==> config.mk <==
export PLATFORM = sky130hd
export DESIGN_NAME = tzr_interp
export DESIGN_NICKNAME = d
export VERILOG_FILES = /design/src/rtl/core/tzr_pkg.sv /design/src/rtl/core/tzr_interp.sv
export SDC_FILE = /design/constraint.sdc
export NUM_CORES = 1
export LEC_CHECK = 0
export ABC_CLOCK_PERIOD_IN_PS = 5500
export BUFFER_PORTS_ARGS = -buffer_cell sky130_fd_sc_hd__buf_2
export CAP_MARGIN = 5
export CORE_ASPECT_RATIO = 0.9
export CORE_UTILIZATION = 45
export DETAILED_ROUTE_END_ITERATION = 6
export PLACE_DENSITY = 0.71
export SYNTH_ARGS = -nofsm -noshare
export SYNTH_HDL_FRONTEND = slang
export SYNTH_SLANG_ARGS = --single-unit
export TNS_END_PERCENT = 50
==> constraint.sdc <==
create_clock -name clock -period 5.5 [get_ports clock]
set_input_delay 0 -clock clock [delete_from_list [all_inputs] [get_ports clock]]
set_output_delay 0 -clock clock [all_outputs]
set_load 0.03 [all_outputs]
==> src/rtl/core/tzr_pkg.sv <==
`timescale 1ns / 1ps
package tzr_pkg;

   localparam int COORD_W = 12;
   localparam int VAL_W   = 17;
   localparam int ADDR_W  = 16;
   localparam int DEPTH_W = 16;
   localparam int COLOR_W = 24;
   localparam int COUNT_W = 17;

   localparam logic [1:0] ACT_CLEAR  = 2'd0;
   localparam logic [1:0] ACT_DRAW   = 2'd1;
   localparam logic [1:0] ACT_READ   = 2'd2;
   localparam logic [1:0] ACT_UNUSED = 2'd3;

   localparam logic [DEPTH_W-1:0] DEPTH_MAX = '1;
   localparam logic [COUNT_W-1:0] COUNT_MAX = 17'd65536;

   typedef enum logic [3:0] {
      ST_CLEAR, ST_IDLE, ST_READ, ST_READ_DATA, ST_SORT, ST_PHASE, ST_COL,
      ST_COL_START, ST_COL_WAIT, ST_SPAN, ST_PIX_START, ST_PIX_WAIT, ST_PIX_CMP,
      ST_NEXT_COL, ST_DONE
   } tzr_state_type;

   typedef enum logic [1:0] {DV_IDLE, DV_MUL, DV_DIV} tzr_div_state_type;

   typedef struct packed {
      logic [COORD_W-1:0] x;
      logic [COORD_W-1:0] y;
      logic [DEPTH_W-1:0] z;
   } tzr_vertex_type;

   typedef struct packed {
      logic [COORD_W-1:0] loc;
      logic [COORD_W-1:0] ls;
      logic [COORD_W-1:0] le;
      logic [VAL_W-1:0]   vs;
      logic [VAL_W-1:0]   ve;
   } tzr_interp_arg_type;

   typedef struct packed {
      logic               en;
      logic [ADDR_W-1:0]  addr;
      logic [DEPTH_W-1:0] depth;
      logic [COLOR_W-1:0] color;
   } tzr_wr_type;

   typedef struct packed {
      logic              en;
      logic [ADDR_W-1:0] addr;
   } tzr_rd_type;

endpackage

==> src/rtl/core/tzr_interp.sv <==
`timescale 1ns / 1ps
module tzr_interp (
   input  logic                                clock,
   input  logic                                reset,
   input  logic                                start,
   input  tzr_pkg::tzr_interp_arg_type         arg,
   output logic                                busy,
   output logic                                done,
   output logic signed [tzr_pkg::VAL_W-1:0]    result
);
   localparam int CW     = tzr_pkg::COORD_W;
   localparam int VW     = tzr_pkg::VAL_W;
   localparam int PROD_W = CW + VW;
   localparam int STEP_W = $clog2(PROD_W + 1);

   tzr_pkg::tzr_div_state_type state_ff, state_in;
   logic [CW-1:0]     n_ff, n_in, dist_ff, dist_in, rem_ff, rem_in;
   logic [VW-1:0]     dmag_ff, dmag_in, quo_ff, quo_in, vs_ff, vs_in, res_ff, res_in;
   logic              neg_ff, neg_in, done_ff, done_in;
   logic [PROD_W-1:0] prod_ff, prod_in;
   logic [STEP_W-1:0] step_ff, step_in;

   logic signed [CW:0] pos_diff, span_diff;
   logic signed [VW:0] val_diff, q_signed, sum;
   logic [CW:0]        rem_try;
   logic [VW-1:0]      q_next;
   logic               q_bit;

   always_ff @(posedge clock) begin
      if (reset) begin
         state_ff <= tzr_pkg::DV_IDLE;
         done_ff  <= 1'b0;
      end else begin
         state_ff <= state_in;
         done_ff  <= done_in;
      end
      n_ff    <= n_in;
      dist_ff <= dist_in;
      rem_ff  <= rem_in;
      dmag_ff <= dmag_in;
      quo_ff  <= quo_in;
      vs_ff   <= vs_in;
      res_ff  <= res_in;
      neg_ff  <= neg_in;
      prod_ff <= prod_in;
      step_ff <= step_in;
   end

   always_comb begin
      state_in = state_ff;
      n_in     = n_ff;
      dist_in  = dist_ff;
      rem_in   = rem_ff;
      dmag_in  = dmag_ff;
      quo_in   = quo_ff;
      vs_in    = vs_ff;
      res_in   = res_ff;
      neg_in   = neg_ff;
      prod_in  = prod_ff;
      step_in  = step_ff;
      done_in  = 1'b0;

      pos_diff  = (CW+1)'($signed(arg.loc)) - (CW+1)'($signed(arg.ls));
      span_diff = (CW+1)'($signed(arg.le)) - (CW+1)'($signed(arg.ls));
      val_diff  = (VW+1)'($signed(arg.ve)) - (VW+1)'($signed(arg.vs));

      rem_try  = {rem_ff, prod_ff[PROD_W-1]};
      q_bit    = (rem_try >= {1'b0, dist_ff});
      q_next   = {quo_ff[VW-2:0], q_bit};
      q_signed = neg_ff ? -$signed({1'b0, q_next}) : $signed({1'b0, q_next});
      sum      = $signed({vs_ff[VW-1], vs_ff}) + q_signed;

      case (state_ff)
         tzr_pkg::DV_IDLE: begin
            if (start) begin
               n_in    = pos_diff[CW-1:0];
               dist_in = span_diff[CW] ? CW'(-span_diff) : span_diff[CW-1:0];
               dmag_in = val_diff[VW] ? VW'(-val_diff) : val_diff[VW-1:0];
               neg_in  = val_diff[VW];
               vs_in   = arg.vs;
               if (span_diff == '0) begin
                  res_in  = arg.vs;
                  done_in = 1'b1;
               end else begin
                  state_in = tzr_pkg::DV_MUL;
               end
            end
         end
         tzr_pkg::DV_MUL: begin
            prod_in  = PROD_W'(n_ff) * PROD_W'(dmag_ff);
            rem_in   = '0;
            quo_in   = '0;
            step_in  = STEP_W'(PROD_W);
            state_in = tzr_pkg::DV_DIV;
         end
         tzr_pkg::DV_DIV: begin
            rem_in  = q_bit ? CW'(rem_try - {1'b0, dist_ff}) : rem_try[CW-1:0];
            quo_in  = q_next;
            prod_in = {prod_ff[PROD_W-2:0], 1'b0};
            step_in = step_ff - 1'b1;
            if (step_ff == STEP_W'(1)) begin
               res_in   = sum[VW-1:0];
               done_in  = 1'b1;
               state_in = tzr_pkg::DV_IDLE;
            end
         end
         default: state_in = tzr_pkg::DV_IDLE;
      endcase
   end

   assign busy   = (state_ff != tzr_pkg::DV_IDLE);
   assign done   = done_ff;
   assign result = $signed(res_ff);

endmodule

==> results.md <==
## Final layout
* final standard cell utilization of the core: 0.550
* final standard cell count with taps included and fillers excluded: 2357
* ant diodes: 0
* share of layout cells above drive strength 1: 0.186
* area growth from synthesis to layout: 19.6%
* commonest cells after routing, fill and taps aside: sky130_fd_sc_hd__inv_1, sky130_fd_sc_hd__nand2_1, sky130_fd_sc_hd__fa_1, sky130_fd_sc_hd__edfxtp_1, sky130_fd_sc_hd__ha_1
* final net count: 2254
* most common library cell in the layout ignoring fill and taps: sky130_fd_sc_hd__inv_1

## Detailed routing
* post-detailed-route wirelength per cell: 15.8 um
* count of antenna-violating nets left after detailed routing: 0
* drc violations: 0
* DRT Wirelength: 37.2 mm
* number of design-rule violations left by the first detailed-router iteration: 727
* vias after detailed routing: 12400
* routed vias/inst: 5.26
* number of detailed-routing iterations run before antenna repair: 5

## Yosys
* cell type with the highest aggregate area in the netlist: sky130_fd_sc_hd__edfxtp_1
* ys async rst share: 0
* Mapped Avg Cell Area: 9.33 um2
* top post-synthesis cells by area: sky130_fd_sc_hd__edfxtp_1, sky130_fd_sc_hd__fa_1, sky130_fd_sc_hd__ha_1
* instance count of the mapped netlist: 1685
* number of synthesis warnings: 0
* combined area of all synthesized cells: 0.0157 mm2
* Most used DFF post-synth: sky130_fd_sc_hd__edfxtp_1
* share of the synthesized area in the top cell type: 0.264
* count of flip-flops with a built-in enable after synthesis: 138
* number of distinct library cell variants in the gate-level netlist after synthesis: 76
* number of nets produced by synthesis: 2057
* synthesis-stage register bit count: 141
* sequential element share of the synthesized area: 0.267

## Setup path
* worst path cell trace: buf_6, and2_4, fa_1, inv_1, fa_2, inv_2, fa_2, fa_1, inv_1, fa_1, inv_2, ha_4, a21o_1, a21o_1, a21oi_2, nor3b_2, and3_4, o31ai_4, a211oi_2, o21a_1, xor2_1, mux2_4
* critical path peak fanout: 6
* Setup crit start kind: register
* kind of cell adding the most delay to the critical path: adder cells
* Critical Path RT: 5.69 ns
* Slowest-stage cell, CP: sky130_fd_sc_hd__fa_1
* arrival time at the worst endpoint: 5.83 ns
* critical path buffer and inverter count: 5
* cell seen most often among critical-path stages: sky130_fd_sc_hd__fa_1
* Critical Path End Type: register
* CP peak stage delay: 0.55 ns
* category of the most critical setup path: register to register

## Global routing
* first-pass GRT wire length: 61.3 mm
* maximum number of pins on one net before global-route repair: 63
* overall overflow remaining after global route: 0
* vias in the first global route: 12800
* initial antenna violation count: 0
* GRT Resource Usage Total: 0.217

## Hold path
* path class of the lowest-slack min-delay path: input pin to register

## CTS
* maximum number of buffers from clock root to sink: 2
* clock latency at the later pin of the worst-skew pair: 0.44 ns
* cts bufs inserted: 17
* register clock-pin slew on the reported worst setup and hold paths: 0.07 ns
* TritonCTS clock tree: done
* total number of H-tree levels: 4
* Root Driver: sky130_fd_sc_hd__clkbuf_16
* clock sink count: 141

## Run
* count of max-cap constraint violations: 0

## Floorplanning
* number of rows created at floorplan: 64
* area enclosed by the die boundary: 0.0357 mm2
* floorplan die height: 179 um
* area inside the core boundary: 0.0342 mm2
* die boundary width: 199 um
* Starting Density: 0.460
* count of pins on the block boundary: 92

## Place
* count of input and output buffers: 91
* Setup WS pre-CTS: -0.238 ns
* Detailed Place HPWL: 28.3 mm
* weighted congestion reported at the end of routability-driven placement: 0.913
* Placed Instances: 2272

## Status
* outcome: finished, violations left
* violations in the final reports: setup timing

## Timing
* final setup margin: -0.137 ns
* final setup violating endpoints: 3
* fin crit period: 5.64 ns
* Final Hold Violating Endpoints: 0
* Worst Skew: 0.0165 ns
* final-report max-slew violation count: 0
* Fin Hold WS: 0.0263 ns
* Peak Freq: 177 MHz
* Worst-Margin Slew: 1.22 ns
* post-route clock period utilization: 1.02
* Slew headroom: 0.189
* RSZ-0062 raised after global routing: yes

==> tightest hold or removal path, stage by stage <==
cell	delay, ns
sky130_fd_sc_hd__buf_2	0.10
sky130_fd_sc_hd__o31ai_1	0.07
sky130_fd_sc_hd__a21oi_1	0.12
sky130_fd_sc_hd__mux2i_1	0.13
==> cells in the mapped netlist (5+ instances only) <==
master,instances
sky130_fd_sc_hd__nor3_1,12
sky130_fd_sc_hd__or3_1,14
sky130_fd_sc_hd__inv_1,275
sky130_fd_sc_hd__mux2i_1,5
sky130_fd_sc_hd__nor2b_1,13
sky130_fd_sc_hd__nor2_1,57
sky130_fd_sc_hd__a31oi_1,10
sky130_fd_sc_hd__a21oi_1,52
sky130_fd_sc_hd__nand4_1,5
sky130_fd_sc_hd__clkbuf_1,53
sky130_fd_sc_hd__xor2_1,27
sky130_fd_sc_hd__o211ai_1,9
sky130_fd_sc_hd__a21o_1,26
sky130_fd_sc_hd__ha_1,144
sky130_fd_sc_hd__nand3_1,23
sky130_fd_sc_hd__o31ai_1,16
sky130_fd_sc_hd__o21bai_1,8
sky130_fd_sc_hd__fa_1,155
sky130_fd_sc_hd__mux2_2,8
sky130_fd_sc_hd__a21boi_0,20
sky130_fd_sc_hd__nand2b_1,20
sky130_fd_sc_hd__xnor2_1,79
sky130_fd_sc_hd__and2_1,88
sky130_fd_sc_hd__o41ai_1,6
sky130_fd_sc_hd__and3_1,10
sky130_fd_sc_hd__o21ai_1,7
sky130_fd_sc_hd__o21ai_0,83
sky130_fd_sc_hd__nand2_1,240
sky130_fd_sc_hd__edfxtp_1,138
==> cell families (layout without fill, tap and decap cells) <==
family                     Yosys count  in the layout  share of synthesized area
DFF                                141            141                      0.267
muxes                               13             13                    0.00891
xor gates and xnor gates           107            107                     0.0601
and+or+nand+nor                    513            513                      0.157
buffers and inverters              337            547                     0.0815
AOI/OAI and AO/OA                  275            275                      0.113
adders and majority gates          299            299                      0.312
==> area by class of cell <==
type                       count  area, um2
fill                        2969      15400
clock buffer                  17        425
multi-input combinational   1207      10600
clock inverter                15        209
inverter                     276       1040
tap                          462        578
timing repair buffer         239       1710
sequential                   141       4200
==> metal layers <==
layer	vias up	part of all wire	GRT usage
li1	5943	-	-
met1	6086	0.43	0.270
met2	307	0.50	0.382
met3	64	0.043	0.0318
met4	0	0.032	0.0804
met5	-	0	0
==> state kept, by name (all words and copies together) (netlist names) <==
signal    flops
result       17
neg_ff        1
step_ff       5
vs_ff        17
done          1
dmag_ff      17
dist_ff      12
prod_ff      29
rem_ff       12
n_ff         12
state_ff      2
quo_ff       16
==> timing repair <==
item,in CTS,in global routing
endpoints found under the setup margin,8,17
cloned,1,0
endpoints found under the hold margin,36,0
buffers inserted,21,12
hold buffers,20,0
resized for setup,37,65
pin swaps,44,36
==> stage by stage <==
stage	TNS (ns)	cell area, um2
2_1_floorplan	0	15900
3_3_place_gp	-0.648	17400
3_5_place_dp	-0.886	17400
4_1_cts	-0.226	18500
5_1_grt	-1.55	18800
6_report	-0.275	18800
==> path summary, 6_finish.rpt <==
path                             startpoint     endpoint  slack [ns]  depth (start not counted)
worst min register to register  state_ff[1]  state_ff[1]        0.53                          2
worst max register to register      n_ff[8]  prod_ff[28]       -0.14                         22
worst max-delay path                n_ff[8]  prod_ff[28]       -0.14                         22
worst min-delay path                  start  state_ff[1]        0.03                          4
Power is left out: the tool's default activity adds up to more than one toggle a clock period on the data nets, which glitch-free logic cannot reach.
